===== config.mk =====
export PLATFORM = sky130hd
export DESIGN_NAME = stepper_half_step_ramp_driver
export DESIGN_NICKNAME = d
export VERILOG_FILES = /design/src/sv/shsd_pkg.sv /design/src/sv/shsd_core.sv /design/src/sv/stepper_half_step_ramp_driver.sv
export SDC_FILE = /design/constraint.sdc
export NUM_CORES = 1
export LEC_CHECK = 0
export BUFFER_PORTS_ARGS = -buffer_cell sky130_fd_sc_hd__buf_2
export CAP_MARGIN = 25
export CORE_MARGIN = 2
export CORE_UTILIZATION = 62
export CTS_CLUSTER_DIAMETER = 40
export DETAILED_ROUTE_END_ITERATION = 10
export MAX_ROUTING_LAYER = met4
export PLACE_DENSITY = 0.84
export SYNTH_ARGS = -nofsm -noshare
export SYNTH_HDL_FRONTEND = slang
export SYNTH_SLANG_ARGS = --single-unit

===== constraint.sdc =====
create_clock -name clk_i -period 5.6 [get_ports clk_i]
set_input_delay 1.68 -clock clk_i [delete_from_list [all_inputs] [get_ports clk_i]]
set_output_delay 1.68 -clock clk_i [all_outputs]
set_load 0.03 [all_outputs]

===== src/sv/shsd_pkg.sv =====
// Package: item types, register map and half-step tables for the stepper driver.
`timescale 1ns / 1ps
`default_nettype none
package shsd_pkg;

  typedef enum logic [1:0] {
    MODE_STOP = 2'd0,
    MODE_FWD  = 2'd1,
    MODE_REV  = 2'd2
  } mode_e;

  typedef enum logic [1:0] {
    REG_START_RELOAD  = 2'd0,
    REG_MIN_RELOAD    = 2'd1,
    REG_RAMP_INTERVAL = 2'd2,
    REG_RUN_TICKS     = 2'd3
  } reg_idx_e;

  localparam logic [7:0]  START_RELOAD_RST  = 8'd149;
  localparam logic [7:0]  MIN_RELOAD_RST    = 8'd59;
  localparam logic [15:0] RAMP_INTERVAL_RST = 16'd100;
  localparam logic [15:0] RUN_TICKS_RST     = 16'd8000;

  typedef struct packed {
    logic kind;
    logic switch_value;
  } in_item_t;

  typedef struct packed {
    logic [3:0] coils;
    logic [1:0] direction;
    logic       curtain_state;
  } out_item_t;

  typedef struct packed {
    logic [7:0]  start_reload;
    logic [7:0]  min_reload;
    logic [15:0] ramp_interval;
    logic [15:0] run_ticks;
  } cfg_t;

  function automatic logic [3:0] fwd_pattern(input logic [2:0] ph);
    logic [3:0] p;
    case (ph)
      3'd0: p = 4'h1;
      3'd1: p = 4'h3;
      3'd2: p = 4'h2;
      3'd3: p = 4'h6;
      3'd4: p = 4'h4;
      3'd5: p = 4'hC;
      3'd6: p = 4'h8;
      3'd7: p = 4'h9;
      default: p = 4'h0;
    endcase
    return p;
  endfunction

  function automatic logic [3:0] rev_pattern(input logic [2:0] ph);
    logic [3:0] p;
    case (ph)
      3'd0: p = 4'h8;
      3'd1: p = 4'hC;
      3'd2: p = 4'h4;
      3'd3: p = 4'h6;
      3'd4: p = 4'h2;
      3'd5: p = 4'h3;
      3'd6: p = 4'h1;
      3'd7: p = 4'h9;
      default: p = 4'h0;
    endcase
    return p;
  endfunction

endpackage
`default_nettype wire


===== src/sv/shsd_core.sv =====
// Stepper motion state: period timing, ramp, step count, phase and coil drive.
`timescale 1ns / 1ps
`default_nettype none
module shsd_core (
  input  wire                  clk_i,
  input  wire                  rst_ni,
  input  wire                  take_i,
  input  shsd_pkg::in_item_t   item_i,
  input  shsd_pkg::cfg_t       cfg_i,
  output shsd_pkg::out_item_t  res_o
);
  import shsd_pkg::*;

  logic [7:0]  period_q, period_d;
  logic [7:0]  reload_q, reload_d;
  logic [15:0] steps_q, steps_d;
  logic [2:0]  phase_q, phase_d;
  mode_e       mode_q, mode_d;
  logic        flag_q, flag_d;
  logic [3:0]  coil_q, coil_d;

  logic [15:0] steps_inc;
  logic [15:0] steps_ramp;
  logic        ramp_hit;

  assign steps_inc  = steps_q + 16'd1;
  assign ramp_hit   = (steps_inc >= cfg_i.ramp_interval) && (reload_q > cfg_i.min_reload);
  assign steps_ramp = ramp_hit ? 16'd0 : steps_inc;

  always_comb begin
    period_d = period_q;
    reload_d = reload_q;
    steps_d  = steps_q;
    phase_d  = phase_q;
    mode_d   = mode_q;
    flag_d   = flag_q;
    coil_d   = coil_q;
    if (item_i.kind) begin
      if (!item_i.switch_value && flag_q) begin
        flag_d   = 1'b0;
        mode_d   = MODE_FWD;
        steps_d  = '0;
        reload_d = cfg_i.start_reload;
        period_d = '0;
      end else if (item_i.switch_value && !flag_q) begin
        flag_d   = 1'b1;
        mode_d   = MODE_REV;
        steps_d  = '0;
        reload_d = cfg_i.start_reload;
        period_d = '0;
      end
    end else if (mode_q == MODE_FWD || mode_q == MODE_REV) begin
      if (period_q >= reload_q) begin
        // end of step period
        period_d = '0;
        steps_d  = steps_ramp;
        if (ramp_hit) begin
          reload_d = reload_q - 8'd1;
        end
        if (steps_ramp >= cfg_i.run_ticks) begin
          mode_d = MODE_STOP;
          coil_d = '0;
        end else begin
          coil_d  = (mode_q == MODE_FWD) ? fwd_pattern(phase_q) : rev_pattern(phase_q);
          phase_d = phase_q + 3'd1;
        end
      end else begin
        period_d = period_q + 8'd1;
      end
    end
  end

  always_ff @(posedge clk_i or negedge rst_ni) begin
    if (!rst_ni) begin
      period_q <= '0;
      reload_q <= START_RELOAD_RST;
      steps_q  <= '0;
      phase_q  <= '0;
      mode_q   <= MODE_STOP;
      flag_q   <= 1'b0;
      coil_q   <= '0;
    end else if (take_i) begin
      period_q <= period_d;
      reload_q <= reload_d;
      steps_q  <= steps_d;
      phase_q  <= phase_d;
      mode_q   <= mode_d;
      flag_q   <= flag_d;
      coil_q   <= coil_d;
    end
  end

  assign res_o.coils         = coil_d;
  assign res_o.direction     = mode_d;
  assign res_o.curtain_state = flag_d;

endmodule
`default_nettype wire


===== src/sv/stepper_half_step_ramp_driver.sv =====
// Top level: config registers, motion core and output register with skid stage.
// Results are registered in the output register, or in the skid stage under a stall.
// Throughput: one item per cycle unless stalled; motion state updated in a single pass.
// in_stall_o is high while the skid stage holds an item, from the cycle after an item
// is taken under an output stall until the output register drains.
// Reset: asynchronous, active low; motion stopped, coils off, registers at defaults.
`timescale 1ns / 1ps
`default_nettype none
module stepper_half_step_ramp_driver (
  input  wire                  clk_i,
  input  wire                  rst_ni,
  input  wire                  in_valid_i,
  output logic                 in_stall_o,
  input  shsd_pkg::in_item_t   in_item_i,
  output logic                 out_valid_o,
  input  wire                  out_stall_i,
  output shsd_pkg::out_item_t  out_item_o,
  input  wire                  cfg_valid_i,
  output logic                 cfg_ready_o,
  input  wire  [1:0]           cfg_index_i,
  input  wire  [15:0]          cfg_data_i
);
  import shsd_pkg::*;

  cfg_t      cfg_q;
  out_item_t res;
  out_item_t out_item_q, skid_item_q;
  logic      out_valid_q, skid_valid_q;
  logic      in_take;

  assign cfg_ready_o = 1'b1;

  always_ff @(posedge clk_i or negedge rst_ni) begin
    if (!rst_ni) begin
      cfg_q.start_reload  <= START_RELOAD_RST;
      cfg_q.min_reload    <= MIN_RELOAD_RST;
      cfg_q.ramp_interval <= RAMP_INTERVAL_RST;
      cfg_q.run_ticks     <= RUN_TICKS_RST;
    end else if (cfg_valid_i && cfg_ready_o) begin
      case (reg_idx_e'(cfg_index_i))
        REG_START_RELOAD:  cfg_q.start_reload  <= cfg_data_i[7:0];
        REG_MIN_RELOAD:    cfg_q.min_reload    <= cfg_data_i[7:0];
        REG_RAMP_INTERVAL: cfg_q.ramp_interval <= cfg_data_i;
        REG_RUN_TICKS:     cfg_q.run_ticks     <= cfg_data_i;
        default: ;
      endcase
    end
  end

  assign in_stall_o = skid_valid_q;
  assign in_take    = in_valid_i && !skid_valid_q;

  shsd_core u_core (
    .clk_i  (clk_i),
    .rst_ni (rst_ni),
    .take_i (in_take),
    .item_i (in_item_i),
    .cfg_i  (cfg_q),
    .res_o  (res)
  );

  always_ff @(posedge clk_i or negedge rst_ni) begin
    if (!rst_ni) begin
      out_valid_q  <= 1'b0;
      skid_valid_q <= 1'b0;
    end else if (!out_valid_q || !out_stall_i) begin
      if (skid_valid_q) begin
        out_valid_q  <= 1'b1;
        skid_valid_q <= 1'b0;
      end else begin
        out_valid_q <= in_take;
      end
    end else if (in_take) begin
      skid_valid_q <= 1'b1;
    end
  end

  always_ff @(posedge clk_i) begin
    if (!out_valid_q || !out_stall_i) begin
      out_item_q <= skid_valid_q ? skid_item_q : res;
    end else if (in_take) begin
      skid_item_q <= res;
    end
  end

  assign out_valid_o = out_valid_q;
  assign out_item_o  = out_item_q;

  a_skid_implies_out: assert property (@(posedge clk_i) disable iff (!rst_ni)
    skid_valid_q |-> out_valid_q)
    else $error("skid stage holds an item while output register is empty");

  a_stopped_coils_off: assert property (@(posedge clk_i) disable iff (!rst_ni)
    (out_valid_q && out_item_q.direction == MODE_STOP) |-> (out_item_q.coils == 4'h0))
    else $error("coils driven while motion stopped");

  a_stall_fills_skid: assert property (@(posedge clk_i) disable iff (!rst_ni)
    (out_valid_q && out_stall_i && in_take) |=> skid_valid_q)
    else $error("item accepted under output stall was not kept");

endmodule
`default_nettype wire


-- After elaboration in Yosys (flattened, before gate mapping)
Memory sizes are Yosys's and may differ from the RTL's.
Cells that the tools add are included.
- add/subtract/negate cells: 4
- equal/unequal tests: 6
- magnitude comparators: 4
- muxes and demuxes: 35
- div/mod/pow operators: 0
- reductions and logical operators: 25
- bitwise logic cells: 3
- shift operators: 0
- $mul: 0
- operators by type and width (operator ; number):
    $mux W16 ; 6
    $mux W8 ; 11
    $ge A16 B16 Y1 ; 2
    $mux W4 ; 5
    $add A16 B1 Y16 const B ; 1
    $mux W2 ; 6
    $reduce_and A2 Y1 ; 5
    $reduce_and A5 Y1 ; 2
    $add A8 B1 Y8 const B ; 1
    $ge A8 B8 Y1 ; 1
    $gt A8 B8 Y1 ; 1
    $reduce_bool A2 Y1 ; 4
    $sub A8 B1 Y8 const B ; 1
    $mux W7 ; 1
    $eq A2 B2 Y1 const B ; 3
    $mux W1 ; 6
    $logic_not A1 Y1 ; 5
    $eq A2 B1 Y1 const B ; 2
    $logic_and A1 B1 Y1 ; 4
    $reduce_and A4 Y1 ; 1
    $add A3 B1 Y3 const B ; 1
    $ne A3 B1 Y1 const B ; 1
    $not A1 Y1 ; 3
    $reduce_and A3 Y1 ; 1
    other kinds (2) ; 3
- bits in registers: 106
- input bits: 25
- bits in read-only memories: 64
- output and inout port bits: 10
- latch bits: 0
- memories: 2
- bits in writable memories: 0
- memory list (memory ; depth ; width ; rd ports ; clocked after memory_dff ; write ports ; RTL line ; source):
    (no name shown) ; 8 ; 4 ; 1 ; 0 ; 0 ; shsd_pkg.sv:44 ; case (ph)
    (no name shown) ; 8 ; 4 ; 1 ; 0 ; 0 ; shsd_pkg.sv:60 ; case (ph)

-- Depth between registers and ports, before layout
Gate-level depths: netlist (run 1).
- word-level depth: 10
- depth in mapped cells: 26
- mapped depth without buffers: 22

-- By module
A second synthesis (run 1) with hierarchy kept.
- cell total of the unflattened synthesis: 616
- area, all modules: 6284.8 µm²
- by module, submodules not included (module ; cells an instance ; sequential area each (µm²) ; instances ; area each (µm²)):
    shsd_core ; 482 ; 1056.0 ; 1 ; 3849.9
    stepper_half_step_ramp_driver ; 134 ; 1694.1 ; 1 ; 2434.8

-- Worst setup path after synthesis (run 1)
OpenSTA, ideal clock, no wires.
- kind: reg2reg
- start: register u_core.steps_q[2]
- end: register out_item_q (netlist bit out_item_o[3]) (data pin)
- setup time: 0.260 ns
- arrival time: 4.772 ns
- stages on the path, launching flop included: 25
- setup slack: 0.568 ns
- path through: dfrtp_1 > clkbuf_2 > and3_1 > and3_1 > nand2_1 > nor2_1 > nand4_1 > xor2_1 > inv_1 > ha_1 > nand4_1 > or4_1 > a21oi_1 > a211o_2 > and2_4 > buf_8 > buf_2 > nor2_1 > ha_1 > nand4_1 > or3b_2 > o211ai_1 > buf_2 > o31ai_1 > mux2_2
- RTL lines (what ; RTL line ; source):
    start, declared ; shsd_core.sv:16 ; logic [15:0] steps_q, steps_d;
    start signal, assigned ; shsd_core.sv:85 ; steps_q <= steps_d;
    end signal, assigned ; stepper_half_step_ramp_driver.sv:80 ; out_item_q <= skid_valid_q ? skid_item_q : res;
    end, declared ; stepper_half_step_ramp_driver.sv:27 ; out_item_t out_item_q, skid_item_q;

==> impl_results.md, run 1 <==
- Crit Path Max Fanout: 10
- Rel. slew slack: 27.8%
- Internal Power: 1360 uW
- Distinct cell type count after synthesis: between 60 and 70
- Syn. warnings: 0
- ANT nets after route: 0
- Dominant cell type by area after synthesis: dfrtp_1
- Minimum clock period: 5.31 ns
- Largest buffer count on any clock path: 2
- Utilization after layout: between 70 and 80%
- Detailed Place HPWL: 9860 um
- Max-Cap Viols: 0
- GRT Overall Usage: 27.2%
- Top FF cell, synth: dfrtp_1
- Synth Instances: around 620
- Seq pwr share: about half
- Vias post-DR: about 4800
- P&R area growth vs syn: 9.16%
- Hold Path Class: reg2reg
- CTS tree: yes
- Post-synth EDFFs: 14
- Tightest Pin Transition: 1.08 ns
- Arrival @ worst endpoint: about 5.6 ns
- Drt via density: 6.06
- Die footprint: 0.0109 mm2
- Core ar.: ~0.0098 mm2
- Initial core utilization: approximately 64%
- Netlist Area Pre-Place: 0.00627 mm2
- Final Max Slew Viols: 0
- Share of layout cells above drive strength 1: around a quarter
- Clock Latency Late Sink: around 0.4 ns
- Clk sinks: 106
- P_sw: between 600 and 700 uW
- DRC: 0
- Total CTS buffers: 9
- Leak pwr: 0.00333 uW
- Skew final: 0.0112 ns
- Antenna violations before repair: 0
- Clk pin slew, worst setup/hold paths: 0.11 ns
- Num rows: 36
- Placer Congestion: 0.938
- Fraction of power spent switching nets: 33.0%
- Routed len/inst: 17.5 um
- Worst flop-to-flop path startpoint: u_core.steps_q[3]
- Design area: about 0.0068 mm2
- CTS hold repair buffers: 0
- CTS root buffer: clkbuf_8
- Multi-input logic area: approximately 0.0032 mm2
- Ant diodes: 0
- Ys async rst share: 86.8%
- Place WS: 0.00580 ns
- Final period utilization: 94.9%
- Buffers on Ports: 33
- Worst setup margin: between 0.2 and 0.3 ns
- CP Capture Type: flop
- Crit path launch type: flop
- Placement Cell Area: 0.00652 mm2
- FF+latch count, synth: 106
- Comb pwr share: 25.5%
- Total negative slack: 0 ns
- I/O Pins: 35
- Post-synth top area share: around 28%
- Die width: 105 um
- Die Span Y: 105 um
- VDD IR-drop max: 0.000166 V
- Crit Path Class: reg2reg
- Clock power share: 23.6%
- WP data required: a little under 6 ns
- Largest net degree at the start of global routing: 52
- Max Freq: 188 MHz
- Worst Setup SP: u_core.steps_q[3]
- Post-layout total power: just over 2000 uW
- Register area: approximately 0.0028 mm2
- Mapped Nets: 694
- Outcome: finished clean
- HP Start: u_core.coil_q[3]
- Fill count: 717
- Drt total wl: ~14000 um
- H-tree levels: 3
- Pre-antenna DRT Iters: 7
- First-pass GRT wire length: 23100 um
- Sequential share of the synthesized area: a little over two fifths
- Pwr dens: 296 mW/mm2
- Setup violators final: 0
- Fin nets: 732
- Vias in the first global route: 4868
- First DRT Iteration DRCs: 313
- Synth area leaders: dfrtp_1 28%, ha_1 11%, mux2_2 9.7%, dfstp_2 9.2%, edfxtp_1 6.7%
- Global route total overflow: 0
- Synth Area per Inst: 10.2 um2
- Final Hold Fails: 0
[final timing paths]
check                                          to  slack (ns)  depth (start not counted)
worst max-delay path                out_item_o[5]        0.29                         23
worst min-delay path             u_core.coil_q[3]        0.50                          2
worst max register to register      out_item_o[5]        0.29                         23
worst min register to register   u_core.coil_q[3]        0.50                          2
max in group asynchronous       u_core.steps_q[0]        3.24                          2
min in group asynchronous               cfg_q[30]        1.31                          1
[final cells by class]
cell class                      instances  area share, %
Timing Repair Buffer                   52           4.53
Inverter                               66           3.62
Multi-Input combinational cell        418           46.4
Clock buffer                            9           1.81
Sequential cell                       106           40.2
Tap cell                              133           2.43
Clock inverter                          7           1.01
[cell families (layout without fill, tap and decap cells)]
family,count (synthesis),in the layout,synth area share (%)
xor gates and xnor gates,21,21,2.93
AOI/OAI and AO/OA,109,109,11.9
and+or+nand+nor,174,174,13.8
other,1,1,0.0598
DFF,106,106,43.9
adders and majority gates,54,54,10.8
buffers and inverters,91,134,6.17
muxes,59,59,10.5
[state kept, by name, indices dropped and copies added, names as in the netlist]
register	count
u_core.phase_q	3
skid_item_q	7
u_core.period_q	8
u_core.steps_q	16
u_core.mode_q	2
u_core.flag_q	1
out_item_o	7
u_core.reload_q	8
out_valid_o	1
cfg_q	48
u_core.coil_q	4
in_stall_o	1
[worst max-delay path, stage by stage (launching register included)]
cell,delay [ns]
dfrtp_1,0.41
and3_1,0.22
and3_1,0.23
nand2_1,0.12
nor2_4,0.16
nand4_1,0.17
xor2_2,0.26
inv_1,0.07
ha_1,0.32
nand4_1,0.14
or4_1,0.55
a21oi_1,0.16
a211o_2,0.18
nand2_1,0.13
and2_1,0.20
ha_1,0.31
a21o_1,0.20
a221oi_1,0.27
o211a_1,0.21
o211ai_1,0.09
buf_4,0.15
buf_4,0.17
o31ai_2,0.29
mux2_2,0.19
[synthesized netlist by cell type, drive strengths merged (16+ instances only)]
library cell,instances
xor2,16
dfrtp,70
inv,66
dfstp,22
o31ai,22
a21oi,24
nor2,33
mux2,54
nand3,27
o21ai,18
ha,54
nand2,50
[repair_timing]
action                                  in CTS  in global routing
pin swaps                                    0                  4
endpoints found under the setup margin       4                 21
buffers inserted                             0                 12
resized for setup                            1                  9
[per-stage QoR]
step                hold slack (ns)  cells
global placement              0.459    763
floorplan                     0.448    615
finish                        0.499    791
CTS                           0.497    779
global route                  0.524    791
detailed placement            0.473    763
[power by group through the flow]
| stage | clock (uW) | sequential, uW | combinational (uW) |
|---|---|---|---|
| 3_3_place_gp | 0 | 1030 | 471 |
| 4_1_cts | 481 | 1030 | 512 |
| 2_1_floorplan | 0 | 1020 | 369 |
| 6_report | 478 | 1030 | 517 |
| 3_5_place_dp | 0 | 1040 | 505 |
| 5_1_grt | 511 | 1050 | 589 |
[placed cells by master, fill, tap and decap left out, types with 18 or more instances in the layout]
cell / instances
nand3_1: 27
inv_1: 66
nor2_1: 32
dfrtp_1: 68
dfstp_2: 22
buf_2: 32
o31ai_1: 18
a21oi_1: 24
buf_4: 20
mux2_2: 54
nand2_1: 50
ha_1: 54
[metal layers]
metal	wire, um	GRT usage [%]	vias up
met5	0	-	-
li1	-	-	2258
met3	665	4.18	47
met4	468	12.7	0
met2	6740	43.4	169
met1	5950	34.4	2318
No activity file was read; power rests on OpenSTA's default activity.
==> inputs of run 2 (changes only) <==
ABC_AREA = 1   (was default)
clock period = 5.3 ns   (was 5.6 ns; I/O delays follow)
==> run 2 against run 1 <==
Compared with the run above: worst setup slack better by 0.24 ns; worst hold slack got worse by 0.0049 ns; global-route usage grew 0.10 points; die area is 0.73% higher; sequential power increased by 17%; core utilization shrank 0.96 points; clock skew up 0.0089 ns; sequential share of layout area grew 0.33 points; total power is 43% higher.
==> impl_results.md, run 2 <==
- Outcome: finished clean
- Worst setup margin: 0.525 ns
- Crit Path Max Fanout: 14
- Dominant cell type by area after synthesis: dfrtp_1
- Final Hold Fails: 0
- Top FF cell, synth: dfrtp_1
- Leak pwr: 0.00367 uW
- GRT Overall Usage: 27.3%
- Synth Area per Inst: 7.79 um2
- Commonest non-fill, non-tap cell in the layout: nand2_1
- Final Max Slew Viols: 0
- WP data required: 5.56 ns
- Fill count: 805
- Detailed Place HPWL: roughly 10000 um
- Core ar.: roughly 0.0098 mm2
- ANT nets after route: 0
- Utilization after layout: 69.1%
- Post-synth top area share: 27.7%
- Setup violators final: 0
- Hold Path Class: reg2reg
- Routed len/inst: roughly 14 um
- Vias post-DR: 5313
- Hold path cells: 2
- Setup repair bufs after CTS: 0
- Internal Power: ~1700 uW
- Placer Congestion: 0.952
- Synth area leaders: dfrtp_1 28%, nand2_1 15%, ha_1 11%, dfstp_2 9.1%, inv_1 7.2%
- CTS tree: yes
- Post-synth EDFFs: 14
- Total CTS buffers: 9
- Mapped Nets: 890
- Most numerous cell in the Yosys netlist: nand2_1
- Crit path launch type: flop
- Num rows: 36
- VDD IR-drop max: between 0.0002 and 0.00025 V
- Max-Cap Viols: 0
- Total negative slack: 0 ns
- Global route total overflow: 0
- Tightest Pin Transition: 0.989 ns
- DRC: 0
- P&R area growth vs syn: 7.35%
- Top reg by flops: cfg_q
- Fin nets: 918
- Skew final: 0.0201 ns
- First-pass GRT wire length: 23700 um
- Clock Latency Late Sink: 0.38 ns
- Largest register FFs: 48
- Hold_ws: 0.494 ns
- Post-layout total power: slightly below 3000 uW
- Unrepaired setup endpoints after global routing: false
- Ant diodes: 0
- FF+latch count, synth: 106
- Die footprint: 0.0110 mm2
- Die Span Y: around 100 um
- Biggest regs: cfg_q (48), u_core.steps_q (16)
- Post-CTS Resized: 0
- FF-to-FF path depth: 24
- CTS root buffer: clkbuf_8
- Commonest cells in the netlist: 251 x nand2_1, 122 x inv_1, 70 x dfrtp_1
- Ys async rst share: 86.8%
- Synth Instances: 811
- Clk pin slew, worst setup/hold paths: 0.10 ns
- Pre-antenna DRT Iters: 5
- Syn. warnings: 0
- Arrival @ worst endpoint: 5.04 ns
- Comb pwr share: 41.0%
- Crit Path Class: reg2reg
- Drt total wl: about 14000 um
- Clk sinks: between 100 and 150
- Sequential share of the synthesized area: a little over two fifths
- CTS hold repair buffers: 0
- Place WS: 0.662 ns
- Minimum clock period: around 4.8 ns
- Largest net degree at the start of global routing: 63
- Initial core utilization: 64.3%
- Max Freq: 209 MHz
- H-tree levels: 3
- CP Capture Type: flop
- Netlist Area Pre-Place: 0.00632 mm2
- Rel. slew slack: 33.8%
- Share of layout cells above drive strength 1: 12.1%
- Largest buffer count on any clock path: 2
- Fraction of power spent switching nets: 42.4%
- Die width: 105 um
- Commonest non-fill, non-tap cells in the layout: 251 x nand2_1, 122 x inv_1, 70 x dfrtp_1
- Buffers on Ports: 33
- I/O Pins: 35
- Antenna violations before repair: 0
- P_sw: between 1000 and 1500 uW
- First DRT Iteration DRCs: around 370
- Vias in the first global route: around 5200
- Distinct cell type count after synthesis: 39
- Clock power share: ~18%
- Pwr dens: 426 mW/mm2
- Drt via density: 5.44
- Seq pwr share: roughly 42%
- Final period utilization: 90.1%
## run 2: logic make-up after synthesis
| group | synth area share [%] |
|---|---|
| compound gates | 9.88 |
| xor+xnor | 2.22 |
| fa+ha+maj | 10.7 |
| buf+inv | 9.21 |
| flops | 43.5 |
| other cells | 0.0593 |
| simple gates | 24.4 |
## run 2: metal layers
layer	share of wire [%]	GRT usage, %	vias to the layer above	wire, um
li1	-	-	2631	-
met1	43	34.9	2474	5940
met2	49	45.5	183	6710
met3	5.8	3.99	25	798
met4	1.8	7.90	0	252
met5	0	-	-	0
## run 2: power by group through the flow
stage	registers, uW	clock network, uW	logic, uW
final	1200	507	1190
after global routing	1220	542	1360
after CTS	1190	511	1180
after detailed placement	1210	0	1160
after global placement	1200	0	1090
after floorplan	1190	0	861
## run 2: worst paths after layout
path | startpoint | end | slack (ns)
setup reg to reg | u_core.steps_q[0] | u_core.phase_q[0] | 0.53
setup / recovery | u_core.steps_q[0] | u_core.phase_q[0] | 0.53
min in group asynchronous | rst_ni | u_core.phase_q[0] | 1.28
max in group asynchronous | rst_ni | cfg_q[6] | 3.08
hold reg to reg | cfg_q[10] | cfg_q[10] | 0.49
hold / removal | cfg_q[10] | cfg_q[10] | 0.49
## run 2: layout make-up
type	count	area, um2	area share (%)
multi-input combinational	554	2990	44.0
sequential	106	2750	40.5
inverter	134	503	7.42
timing repair buffer	34	175	2.58
tap	133	166	2.45
clock buffer	10	149	2.20
clock inverter	6	52.6	0.775
## run 2: critical path, cell delays in order (launching register included)
cell,delay [ns]
dfrtp_1,0.44
ha_1,0.31
nand3_2,0.15
nor3_4,0.19
nand3_2,0.15
nor2_2,0.13
nand3_1,0.08
nand2_1,0.10
nand2_1,0.12
ha_1,0.29
nand2_1,0.07
nor3_1,0.25
nand3_1,0.13
nand3_1,0.10
nand2_1,0.29
inv_2,0.24
nor2_1,0.09
ha_1,0.31
a21oi_1,0.19
o21ai_0,0.12
a21oi_1,0.20
nand2_1,0.14
nor2_2,0.22
nand2_1,0.17
xor2_1,0.17
## run 2: metrics by stage
step           instances  area, um2
2_1_floorplan        811       6320
3_3_place_gp         961       6580
3_5_place_dp         961       6580
4_1_cts              977       6780
5_1_grt              977       6780
6_report             977       6780
